File: src/rtl/kfct_pkg.sv
package kfct_pkg;
  localparam int unsigned TrackDepth = 1024;
  localparam int unsigned FrameW     = 10;
  localparam int unsigned WordW      = 32;
  localparam int unsigned PresW      = 32;
  localparam int unsigned PresRows   = TrackDepth / PresW;
  localparam int unsigned RowW       = 5;

  typedef enum logic [2:0] {
    MODE_INSERT = 3'd0,
    MODE_DELETE = 3'd1,
    MODE_MOVE   = 3'd2,
    MODE_RESIZE = 3'd3,
    MODE_RGB    = 3'd4,
    MODE_BGR    = 3'd5,
    MODE_PREV   = 3'd6,
    MODE_NEXT   = 3'd7
  } mode_e;

  typedef enum logic [1:0] {
    ST_OK       = 2'd0,
    ST_RANGE    = 2'd1,
    ST_BAD_LEN  = 2'd2
  } status_e;

  // divider request and reply between sequencer and divider
  typedef struct packed {
    logic        go;
    logic [17:0] num;
    logic [9:0]  den;
  } div_req_t;

  typedef struct packed {
    logic        done;
    logic [17:0] quo;
    logic [9:0]  rem;
  } div_rsp_t;
endpackage

File: src/rtl/kfct_div.sv
module kfct_div (
  input  logic                clk_i,
  input  logic                rst_ni,
  input  kfct_pkg::div_req_t  req_i,
  output kfct_pkg::div_rsp_t  rsp_o
);
  import kfct_pkg::*;

  logic [17:0] quo_q, quo_d;
  logic [10:0] rem_q, rem_d;
  logic [9:0]  den_q, den_d;
  logic [4:0]  cnt_q, cnt_d;
  logic        busy_q, busy_d;
  logic        done_q, done_d;
  logic [10:0] shifted;

  // restoring division, one quotient bit a cycle
  always_comb begin
    quo_d   = quo_q;
    rem_d   = rem_q;
    den_d   = den_q;
    cnt_d   = cnt_q;
    busy_d  = busy_q;
    done_d  = 1'b0;
    shifted = {rem_q[9:0], quo_q[17]};
    if (req_i.go) begin
      quo_d  = req_i.num;
      rem_d  = '0;
      den_d  = req_i.den;
      cnt_d  = 5'd0;
      busy_d = 1'b1;
    end else if (busy_q) begin
      if (shifted >= {1'b0, den_q}) begin
        rem_d = shifted - {1'b0, den_q};
        quo_d = {quo_q[16:0], 1'b1};
      end else begin
        rem_d = shifted;
        quo_d = {quo_q[16:0], 1'b0};
      end
      cnt_d = cnt_q + 5'd1;
      if (cnt_q == 5'd17) begin
        busy_d = 1'b0;
        done_d = 1'b1;
      end
    end
  end

  always_ff @(posedge clk_i or negedge rst_ni) begin
    if (!rst_ni) begin
      busy_q <= 1'b0;
      done_q <= 1'b0;
      cnt_q  <= '0;
    end else begin
      busy_q <= busy_d;
      done_q <= done_d;
      cnt_q  <= cnt_d;
    end
  end

  always_ff @(posedge clk_i) begin
    quo_q <= quo_d;
    rem_q <= rem_d;
    den_q <= den_d;
  end

  assign rsp_o.done = done_q;
  assign rsp_o.quo  = quo_q;
  assign rsp_o.rem  = rem_q[9:0];
endmodule

File: config.mk
export PLATFORM = sky130hd
export DESIGN_NAME = kfct_div
export DESIGN_NICKNAME = d
export VERILOG_FILES = /design/src/rtl/kfct_pkg.sv /design/src/rtl/kfct_div.sv
export SDC_FILE = /design/constraint.sdc
export NUM_CORES = 1
export LEC_CHECK = 0
export BUFFER_PORTS_ARGS = -buffer_cell sky130_fd_sc_hd__buf_2
export CAP_MARGIN = 20
export CORE_MARGIN = 2
export CORE_UTILIZATION = 57
export CTS_CLUSTER_DIAMETER = 200
export CTS_CLUSTER_SIZE = 8
export DETAILED_ROUTE_END_ITERATION = 8
export PLACE_DENSITY = 0.95
export SLEW_MARGIN = 0
export SYNTH_ARGS = -nofsm -noshare
export SYNTH_HDL_FRONTEND = slang
export SYNTH_SLANG_ARGS = --single-unit
File: constraint.sdc
create_clock -name clk_i -period 3.4 [get_ports clk_i]
set_clock_uncertainty 0.1 [all_clocks]
set_input_delay 0.17 -clock clk_i [delete_from_list [all_inputs] [get_ports clk_i]]
set_output_delay 0.17 -clock clk_i [all_outputs]
set_load 0.01 [all_outputs]
## Yosys cells after proc, flatten, opt, wreduce, memory -nomap -nowiden

Index checks and enable logic that the tools add are counted.

| storage, ports and cells | value |
|---|---|
| bits in registers | 45 |
| bits of input ports | 31 |
| output and inout bits | 29 |
| word-level logic and storage cells | 23 |

| cells by class | value |
|---|---|
| add/sub/neg operators | 2 |
| order comparisons | 1 |
| eq/ne operators | 1 |
| multiplexer cells | 12 |
| reduce and logical (&&, ||, !) cells | 1 |

Operators with widths:

| operator | count |
|---|---|
| $mux 18 | 2 |
| $ge 11x10->1 | 1 |
| $mux 10 | 1 |
| $mux 5 | 2 |
| $sub 10x10->10 | 1 |
| $mux 1 | 7 |
| $add 5x1->5 const B | 1 |
| $eq 5x5->1 const B | 1 |
| $reduce_bool 2->1 | 1 |

## Depth between registers and ports, before layout

Gate-level depths: netlist of run 1.

| depth | value |
|---|---|
| word-level depth | 4 |
| gate-level depth with buffers | 9 |
| mapped depth without buffers | 9 |

## Least setup slack after synthesis of run 1

OpenSTA, ideal clock, no wires.

| timing | value |
|---|---|
| path type | flip-flop to flip-flop |
| start point | register rem_q[5] |
| end point | register quo_q[0] (data pin) |
| setup time | 0.260 ns |
| arrival time | 1.811 ns |
| data required time | 3.040 ns |
| slack | 1.229 ns |
| stages on the path, launching flop included | 8 |
| buffers on the path | 1 |
| period minus slack after synthesis | 2.171 ns |
| cells stage by stage | dfxtp_1 -> ha_1 -> a21oi_2 -> o21ai_2 -> a211oi_1 -> buf_2 -> nand2_1 -> mux2_2 |

| on the way | value |
|---|---|
| cells in the longest elaborated chain, start to end | 4 |

RTL lines:

| what | RTL line | RTL |
|---|---|---|
| start: declaration | kfct_div.sv:10 | `logic [10:0] rem_q, rem_d;` |
| start signal: assignment | kfct_div.sv:62 | `rem_q <= rem_d;` |
| $ge 11x10->1 | kfct_div.sv:33 | `if (shifted >= {1'b0, den_q}) begin` |
| $mux 1 | kfct_div.sv:33 |  |
| $mux 18 | kfct_div.sv:32 | `end else if (busy_q) begin` |
| $mux 18 | kfct_div.sv:26 | `if (req_i.go) begin` |
| net quo_d[0] | kfct_div.sv:9 | `logic [17:0] quo_q, quo_d;` |
| end signal: assignment | kfct_div.sv:61 | `quo_q <= quo_d;` |
| end: declaration | kfct_div.sv:9 |  |

The timed path passes the listed nets, and every way through them passes these cells. The select of a mux whose other input is x is not followed.
A chain may end at the register's enable or synchronous reset.

## Final worst setup path of run 1

| timing | value |
|---|---|
| start point | register quo_q[17] |
| end point | register rem_q[8] |

| on the way | value |
|---|---|
| cells in the longest elaborated chain, start to end | 2 |

RTL lines:

| what | RTL line |
|---|---|
| $sub 10x10->10 or $ge 11x10->1 (tied branches) | kfct_div.sv:34, kfct_div.sv:33 |
| $mux 10 (*) | kfct_div.sv:33 |

Every way passes the cells marked *; elsewhere a longest branch is shown, timed or not.

==> impl_results.md, run 1 <==
* # nets final at 328
* Fin. max-slew vios at 0
* Finished Layout Cells at approximately 340
* Hpwl dp at approximately 3800 um
* IO Count at 60
* Total Routed Length at around 5400 um
* Die H at around 69 um
* Leading cell type in the layout, fill and taps excluded: buf_2
* # Max-Cap Violations at 0
* Crit-path leading delay family: compound AO/OA/AOI/OAI gates
* Final hold vios at 0
* Number of cells on the critical path at 9
* Fill cell count at a little under 300
* I/O Buffers at ~60
* Worst slew pin tran at ~740 ps
* Tmin final at between 2000 and 2500 ps
* Bufs and invs on worst path at 2
* Antenna diodes at 0
* Core ar. at roughly 4000 um^2
* Post-Synth Adder-Cell Area at 0.0712
* Worst Reg-to-Reg Cells at 9
* CP Launch Point: quo_q[17]
* First-pass GRT wire length at ~9000 um
* Mux contribution to synthesized area at 0.0849
* CP arrival at ~2500 ps
* Post-route cell area at approximately 3000 um^2
* Total grt overflow at 0
* Clock slew at reported path FFs at about 80 ps
* Worst Setup End Kind: register
* CP Cell Sequence: inv_1 > ha_1 > inv_1 > fa_1 > a211oi_1 > or2_1 > a311o_1 > xor2_1 > a31oi_1
* Crit Path Class: reg -> reg
* Skew-Pair Late Insertion Delay at 310 ps
* Gr usage total at 0.261
* Clock buffer depth at 2
* CTS Buf Count at 5
* Req. time, crit path at around 3500 ps
* Multi-input logic area at 1060 um^2
* Critical path endpoint: rem_q[8]
* Synth top area share at 0.352
* Seq. cell area at about 1200 um^2
* Slowest CP cell: edfxtp_1
* Cell area after placement at ~2700 um^2
* Count of different cell masters after synthesis at 47
* RSZ-0062 raised after global routing: false
* Crit path top cell by count: inv_1
* Setup slack of the most critical reg-to-reg path at between 900 and 1000 ps
* CP Max Fanout at 3
* Yosys reg bits at between 40 and 50
* Via density at about 5.7
* Clk sinks at between 40 and 50
* H-tree depth at 2
* Synth top area cells: edfxtp_1 35%, mux2_2 8.5%, dfxtp_1 8.4%
* Status: finished clean
* Achievable clock frequency at a little over 0.4 GHz
* Mapped Nets at around 260
* DR WL/cell at 16.1 um
* DRC Markers at 0
* Tcrit/Tclk final at 0.720
* Compound-Gate Fraction of Synth Area at 0.145
* Initial Util at 0.593
* DIE WIDTH at 68.7 um
* CTS tree: done
* Slew headroom at 0.504
* Ys Warns at 0
* Post-Synthesis Cells at roughly 210
* Drt first pass iters at 4
* Pwr/cell area at about 680 nW/um^2
* First DRT Iteration DRCs at roughly 140
* Crit path launch type: register
* Die area at around 4700 um^2
* Main combinational cell family by area after synthesis: compound AO/OA/AOI/OAI gates
* Largest net degree at the start of global routing at between 40 and 50
* Post-synthesis sequential area ratio at 0.509
* Total Power at around 2.0 mW
* Layout cell share with drive strength beyond 1 at 0.340
* Routability cong. at roughly 0.97
* Via Count at about 1,900
* Setup slack at placement at between 900 and 1000 ps
* Post-Syn Area at 2390 um^2
* Post-synthesis simple-gate area fraction at 0.115
* Rows at 23
* Peak supply drop at 346 uV
* Reg2reg start: quo_q[17]
* Vias in the first global route at 1,909
* Final setup margin at between 900 and 1000 ps
* FFs w/ async S/R, synth at 0.156
* Setup Viol. Count Final at 0
* Reg-to-reg critical path endpoint: rem_q[8]
* Initial antenna violation count at 0
* XOR/XNOR Fraction of Synth Area at 0.0293
* Most used DFF post-synth: edfxtp_1
* Most frequent cells in the layout: 59 x buf_2, 28 x edfxtp_1, 18 x mux2_2, 18 x nor2_1, 17 x inv_1
* Crit path largest cell delay at ~430 ps
* Placed cell count at between 300 and 400
* Area Overhead vs Synth at 24.0%
* Antenna viol nets, final at 0
* Setup TNS at 0 ps
* Worst min-delay path class: in -> reg
* Biggest area consumer among synthesized cells: edfxtp_1
* Number of synthesized flops with an enable pin at 28
* Synth Area per Inst at approximately 11 um^2
* Clk root buf: clkbuf_8
* P_leak at 1.34 nW
sequential cells by signal, indices dropped and copies added (netlist names):
register	flops
quo_q	18
den_q	10
rem_q	10
cnt_q	5
busy_q	1
done_q	1
final cells by class:
cell class	count	share of cell area
clock inverters	2	0.0127
inverters	17	0.0215
clock buffers	6	0.0279
well taps	50	0.0211
flip-flops and latches	45	0.410
repair buffers	74	0.147
multi-input cells	141	0.359
where the power goes:
part	switching, mW	total, mW	internal [mW]	leakage [nW]
Combinational	0.451	0.815	0.363	0.823
Sequential	0.0836	0.767	0.683	0.462
Clock	0.187	0.426	0.239	0.0574
metal layers:
metal / vias up / track usage / part of all wire / routed length [um]
met2: 96 / 0.412 / 0.47 / 2530
met3: 20 / 0.0568 / 0.079 / 428
met4: 0 / 0.145 / 0.035 / 190
met5: - / 0 / 0 / 0
met1: 873 / 0.332 / 0.42 / 2240
li1: 935 / - / - / -
logic make-up (layout without fill, tap and decap cells):
logic type | after synthesis | in the layout
multiplexers | 18 | 18
AO/OA/AOI/OAI | 46 | 46
XOR/XNOR | 8 | 8
buffers and inverters | 26 | 99
AND/OR/NAND/NOR | 56 | 56
adder cells (fa/ha/maj) | 13 | 13
flip-flops | 45 | 45
how the worst min path moves through the flow:
| stage | slack, ps | depth (start not counted) | startpoint | to |
|---|---|---|---|---|
| after floorplan | -230 | 0 | rst_ni | busy_q |
| after global placement | -90 | 1 | rst_ni | cnt_q[3] |
| after detailed placement | -90 | 1 | rst_ni | cnt_q[3] |
| after CTS | 50 | 2 | req_i[27] | quo_q[17] |
| after global routing | 60 | 2 | req_i[21] | quo_q[11] |
| final | 60 | 2 | req_i[23] | quo_q[13] |
synthesized netlist by cell type (2+ instances only):
cell,instances
inv_1,17
ha_1,12
nand2_1,13
xor2_1,6
xnor2_1,2
o211ai_1,3
and3_1,3
nor3_1,2
a211oi_1,3
a31oi_1,3
dfxtp_1,10
nor2_1,18
a21oi_1,4
nand3_1,7
edfxtp_1,28
a21o_1,2
buf_4,2
o31ai_1,3
o21ai_0,8
buf_1,2
a21oi_2,3
buf_2,2
clkbuf_1,3
a211o_1,2
a311oi_1,6
nor3b_1,2
nand4_1,3
dfrtp_1,7
mux2_2,18
through the flow:
| stage | hold slack (ps) | utilization |
|---|---|---|
| finish | 60.2 | 0.735 |
| global route | 58.9 | 0.735 |
| CTS | 51.9 | 0.735 |
| detailed placement | -90.7 | 0.678 |
| global placement | -91.2 | 0.678 |
| floorplan | -226 | - |
repair_timing:
item | CTS | global route
endpoints found under the setup margin | 0 | 0
hold buffers | 11 | 0
setup buffers | 0 | 0
endpoints found under the hold margin | 17 | 0
resized for setup | 0 | 0
No activity file was read; power rests on OpenSTA's default activity.
==> run 2: changes to the inputs <==
--- a/config.mk
+++ b/config.mk
@@ -8,11 +8,11 @@
 export BUFFER_PORTS_ARGS = -buffer_cell sky130_fd_sc_hd__buf_2
 export CAP_MARGIN = 20
 export CORE_MARGIN = 2
-export CORE_UTILIZATION = 57
+export CORE_UTILIZATION = 48
 export CTS_CLUSTER_DIAMETER = 200
 export CTS_CLUSTER_SIZE = 8
 export DETAILED_ROUTE_END_ITERATION = 8
-export PLACE_DENSITY = 0.95
+export PLACE_DENSITY = 0.87
 export SLEW_MARGIN = 0
 export SYNTH_ARGS = -nofsm -noshare
 export SYNTH_HDL_FRONTEND = slang
==> constraint.sdc (replaced) <==
create_clock -name clk_i -period 2 [get_ports clk_i]
set_clock_uncertainty 0.1 [all_clocks]
set_input_delay 0.1 -clock clk_i [delete_from_list [all_inputs] [get_ports clk_i]]
set_output_delay 0.1 -clock clk_i [all_outputs]
set_load 0.01 [all_outputs]
==> run 2 against run 1 <==
  * The flow now finishes with violations (negative hold slack, negative setup slack)
  * Combinational power increased to 2.8 times the previous value
  * Sequential power rose by 69%
  * Global-route usage shrank 3.2 points
  * Non-clock buffer count rose by 48
  * Core utilization up 2.1 points
  * Via count up 12%
  * Critical path depth did not move
  * Largest cell class is now multi-input combinational cells
  * Largest power group unchanged
  * Highest routed layer unchanged
==> impl_results.md, run 2 (synthesis gave the netlist of run 1 again) <==
* Clock slew at reported path FFs at approximately 80 ps
* Antenna viol nets, final at 0
* Vias in the first global route at between 2,000 and 2,500
* Leading cell type in the layout, fill and taps excluded: buf_2
* Peak supply drop at 641 uV
* GR Util met3 at 0.0556
* Worst slew pin tran at roughly 430 ps
* Hpwl dp at between 4000 and 5000 um
* Hold WS at -0.225 ps
* Clk sinks at 45
* Most Used Layer, Global Route: met2
* Slew headroom at 0.711
* First DRT Iteration DRCs at 111
* H-tree depth at 2
* Fin. max-slew vios at 0
* M1 GR Usage at 0.284
* Area Overhead vs Synth at 50.5%
* Pwr/cell area at about 1100 nW/um^2
* Failing checks: negative hold slack, negative setup slack
* Setup Viol. Count Final at 7
* Tcrit/Tclk final at 1.10
* Tmin final at 2200 ps
* Initial Util at 0.502
* Largest net degree at the start of global routing at 21
* DR WL/cell at 15.8 um
* Finished Layout Cells at 400
* IO Count at 60
* Final setup margin at -205 ps
* Crit path launch type: register
* RSZ-0062 raised after global routing: true
* CP arrival at 2290 ps
* CTS tree: done
* # nets final at between 300 and 400
* Multi-input logic area at 1280 um^2
* CTS Buf Count at 5
* Die area at around 5600 um^2
* Crit Path Class: reg -> reg
* Antenna diodes at 0
* Via Count at between 2,000 and 2,500
* Met2 usage at 0.399
* Largest regs: quo_q x18, den_q x10, rem_q x10
* Setup slack at placement at -195 ps
* Rows at 25
* Max reg flops at 18
* Worst Setup End Kind: register
* I/O Buffers at 59
* Skew-Pair Late Insertion Delay at 300 ps
* Routability cong. at just over 0.9
* Core ar. at 4750 um^2
* Total Power at just over 4 mW
* Initial antenna violation count at 0
* Most frequent cells in the layout: 59 x buf_2, 37 x buf_4, 28 x edfxtp_1, 17 x mux2_2, 16 x dlygate4sd3_1
* Drt first pass iters at 4
* Clock buffer depth at 2
* P_leak at around 1.6 nW
* Placed cell count at between 300 and 400
* Final hold vios at 1
* Worst min-delay path class: in -> reg
* DIE WIDTH at 74.5 um
* Seq. cell area at approximately 1200 um^2
* Total Routed Length at about 6300 um
* DRC Markers at 0
* Total grt overflow at 0
* Die H at roughly 75 um
* Clk root buf: clkbuf_8
* # Max-Cap Violations at 0
* First-pass GRT wire length at 9710 um
* Achievable clock frequency at about 0.45 GHz
* CP Max Fanout at 3
* Gr usage total at 0.229
* Largest register by flop count: quo_q
* Status: complete, but fails checks
* Via density at 5.40
* Layout cell share with drive strength beyond 1 at 0.514
* Fill cell count at between 300 and 400
* Req. time, crit path at between 2000 and 2500 ps
run 2: repair_timing:
action	CTS	global route
hold endpoints to repair	22	0
pin swaps	20	25
hold buffers	16	0
gates resized for setup	16	24
setup endpoints to repair	10	11
setup buffers	8	3
run 2: area by class of cell:
| type | count | area share |
|---|---|---|
| well taps | 67 | 0.0233 |
| repair buffers | 122 | 0.240 |
| flip-flops and latches | 45 | 0.339 |
| clock inverters | 3 | 0.00348 |
| clock buffers | 5 | 0.0191 |
| inverters | 17 | 0.0178 |
| multi-input cells | 141 | 0.357 |
run 2: metal layers:
metal,share of wire,up-vias
li1,-,1028
met1,0.41,1043
met2,0.52,80
met3,0.059,10
met4,0.012,0
met5,0,-
run 2: path summary, 6_finish.rpt:
| kind | startpoint | end | slack [ps] | depth (start not counted) |
|---|---|---|---|---|
| worst max-delay path | quo_q[17] | rem_q[8] | -200 | 9 |
| worst min-delay path | req_i[22] | quo_q[12] | -0.2 | 2 |
| worst max register to register | quo_q[17] | rem_q[8] | -200 | 9 |
| worst min register to register | cnt_q[4] | cnt_q[4] | 460 | 2 |
| max in group asynchronous | rst_ni | cnt_q[4] | 1570 | 2 |
| min in group asynchronous | rst_ni | busy_q | 70 | 2 |
run 2: metrics by stage:
stage	area, um^2	setup TNS [ps]	utilization	hold WS, ps
6_report	3590	-637	0.756	-0.225
5_1_grt	3590	-1220	0.756	0.518
4_1_cts	3440	-508	0.723	0.153
3_5_place_dp	3080	-1340	0.647	-158
3_3_place_gp	3080	-658	0.647	-162
2_1_floorplan	2450	-102	-	-296
run 2: where the power goes:
part	internal, mW	switching (mW)	total [mW]
logic	1.18	1.09	2.26
clock network	0.236	0.309	0.544
registers	1.17	0.137	1.30
run 2: critical path: stages, from the launching register on:
cell      delay (ps)
edfxtp_1         410
inv_1             80
ha_2             180
inv_2             40
fa_2             350
a211oi_2         230
or2_1            200
a311o_1          220
xor2_1           190
a31oi_1          100
==> run 3: changes to the inputs <==
--- a/config.mk
+++ b/config.mk
@@ -13,6 +13,7 @@
 export CTS_CLUSTER_SIZE = 8
 export DETAILED_ROUTE_END_ITERATION = 8
 export PLACE_DENSITY = 0.87
+export REMOVE_ABC_BUFFERS = 1
 export SLEW_MARGIN = 0
 export SYNTH_ARGS = -nofsm -noshare
 export SYNTH_HDL_FRONTEND = slang
==> run 3 against run 2 <==
  * The run ends with negative setup slack left
  * Hold slack improved by 14 ps
  * Worst setup slack got worse by 97 ps
  * Die area stayed put
  * Clock-buffer cell count is the same
  * Fmax shrank 4.2%
  * Critical path depth did not move
  * Design area increased by 5.2%
==> impl_results.md, run 3 (synthesis gave the netlist of run 1 again) <==
* Gr usage total at 0.260
* Final setup margin at -302 ps
* Initial antenna violation count at 0
* Leading cell type in the layout, fill and taps excluded: buf_2
* CP Cell Sequence: inv_2 > ha_4 > a21oi_4 > a21oi_2 > buf_4 > o31ai_4 > buf_4 > nand3_1 > a311oi_1
* Drt first pass iters at 4
* P_leak at 1.68 nW
* Achievable clock frequency at ~0.43 GHz
* Clk root buf: clkbuf_8
* Req. time, crit path at about 2100 ps
* Layout cell share with drive strength beyond 1 at 0.523
* Finished Layout Cells at ~420
* Fin util at 0.795
* Setup Viol. Count Final at 11
* Vias in the first global route at 2,308
* Core ar. at 4750 um^2
* Clk sinks at 45
* Fin. max-slew vios at 0
* Failing checks: negative setup slack
* Skew-Pair Late Insertion Delay at 310 ps
* Die area at about 5600 um^2
* # nets final at approximately 400
* Tmin final at approximately 2300 ps
* Worst Setup End Kind: register
* Peak supply drop at roughly 560 uV
* I/O Buffers at about 60
* RSZ-0062 raised after global routing: true
* IO Count at 60
* Initial Util at 0.502
* Largest regs: quo_q x18, den_q x10, rem_q x10
* Routability cong. at ~0.86
* Crit-path leading delay family: compound AO/OA/AOI/OAI gates
* Fill cell count at roughly 290
* CP arrival at roughly 2400 ps
* Largest register by flop count: quo_q
* Bufs and invs on worst path at 3
* # Max-Cap Violations at 0
* Placed cell count at between 300 and 400
* Via Count at between 2,000 and 2,500
* Total Power at 4.43 mW
* Via density at roughly 5.6
* Number of cells on the critical path at 9
* Clock slew at reported path FFs at 90 ps
* Status: complete, but fails checks
* Reg2reg start: den_q[2]
* Total grt overflow at 0
* Area Overhead vs Synth at 58.3%
* Hold path start: req_i[11]
* Tcrit/Tclk final at 1.15
* Hold path cells at 2
* DR WL/cell at 18.0 um
* Slew headroom at 0.600
* Pwr/cell area at around 1200 nW/um^2
* H-tree depth at 2
* CP Max Fanout at 4
* Slowest CP cell: edfxtp_1
* Worst min-delay path class: in -> reg
* Crit path launch type: register
* Crit path largest cell delay at 450 ps
* Largest net degree at the start of global routing at 21
* CTS Buf Count at 5
* DIE WIDTH at between 70 and 80 um
* Total Routed Length at 7520 um
* Crit path top cell by count: buf_4
* First DRT Iteration DRCs at between 200 and 250
* Worst Reg-to-Reg Cells at 9
* Hpwl dp at roughly 4200 um
* Antenna viol nets, final at 0
* Die H at roughly 75 um
* Hold WS at approximately 13 ps
* Final hold vios at 0
* Clock buffer depth at 2
* CP Launch Point: den_q[2]
* DRC Markers at 0
* Setup TNS at -2480 ps
* Crit Path Class: reg -> reg
* Most frequent cells in the layout: 59 x buf_2, 51 x buf_4, 28 x edfxtp_1, 24 x dlygate4sd3_1, 17 x mux2_2
* Antenna diodes at 0
* Rows at 25
* Max reg flops at 18
* Worst slew pin tran at 600 ps
* First-pass GRT wire length at approximately 11,000 um
* CTS tree: done
==> run 3: path summary, 6_finish.rpt <==
path                            slack, ps       end
worst max-delay path                 -300  rem_q[3]
worst min-delay path                   10  quo_q[1]
worst max register to register       -300  rem_q[3]
worst min register to register        450  cnt_q[4]
max in group asynchronous            1580  cnt_q[1]
min in group asynchronous              50  cnt_q[2]
==> run 3: power breakdown <==
group / total [mW] / switching, mW / internal (mW)
clock network: 0.587 / 0.338 / 0.248
logic: 2.54 / 1.24 / 1.30
registers: 1.30 / 0.138 / 1.16
==> run 3: area by class of cell <==
type	instances	area, um^2	share of cell area
repair buffers	141	997	0.264
inverters	17	63.8	0.0169
well taps	67	83.8	0.0222
multi-input cells	141	1330	0.351
clock buffers	5	68.8	0.0182
flip-flops and latches	45	1220	0.322
clock inverters	3	22.5	0.00596
==> run 3: per-layer routing <==
metal / wire (um) / global-route usage
met2: 3710 / 0.435
met4: 282 / 0.0853
met3: 530 / 0.0678
met1: 3000 / 0.332
met5: 0 / 0
==> run 3: what timing repair did <==
action,CTS,global route
buffers inserted,8,8
gates cloned,0,0
endpoints found under the hold margin,30,0
endpoints found under the setup margin,11,11
gates resized for setup,18,38
pin swaps,14,25
hold buffers,24,0
==> run 3: per-stage QoR <==
stage | area [um^2] | setup slack (ps)
global route | 3780 | -402
CTS | 3540 | -117
detailed placement | 3050 | -242
finish | 3780 | -302
global placement | 3050 | -190
floorplan | 2340 | -535
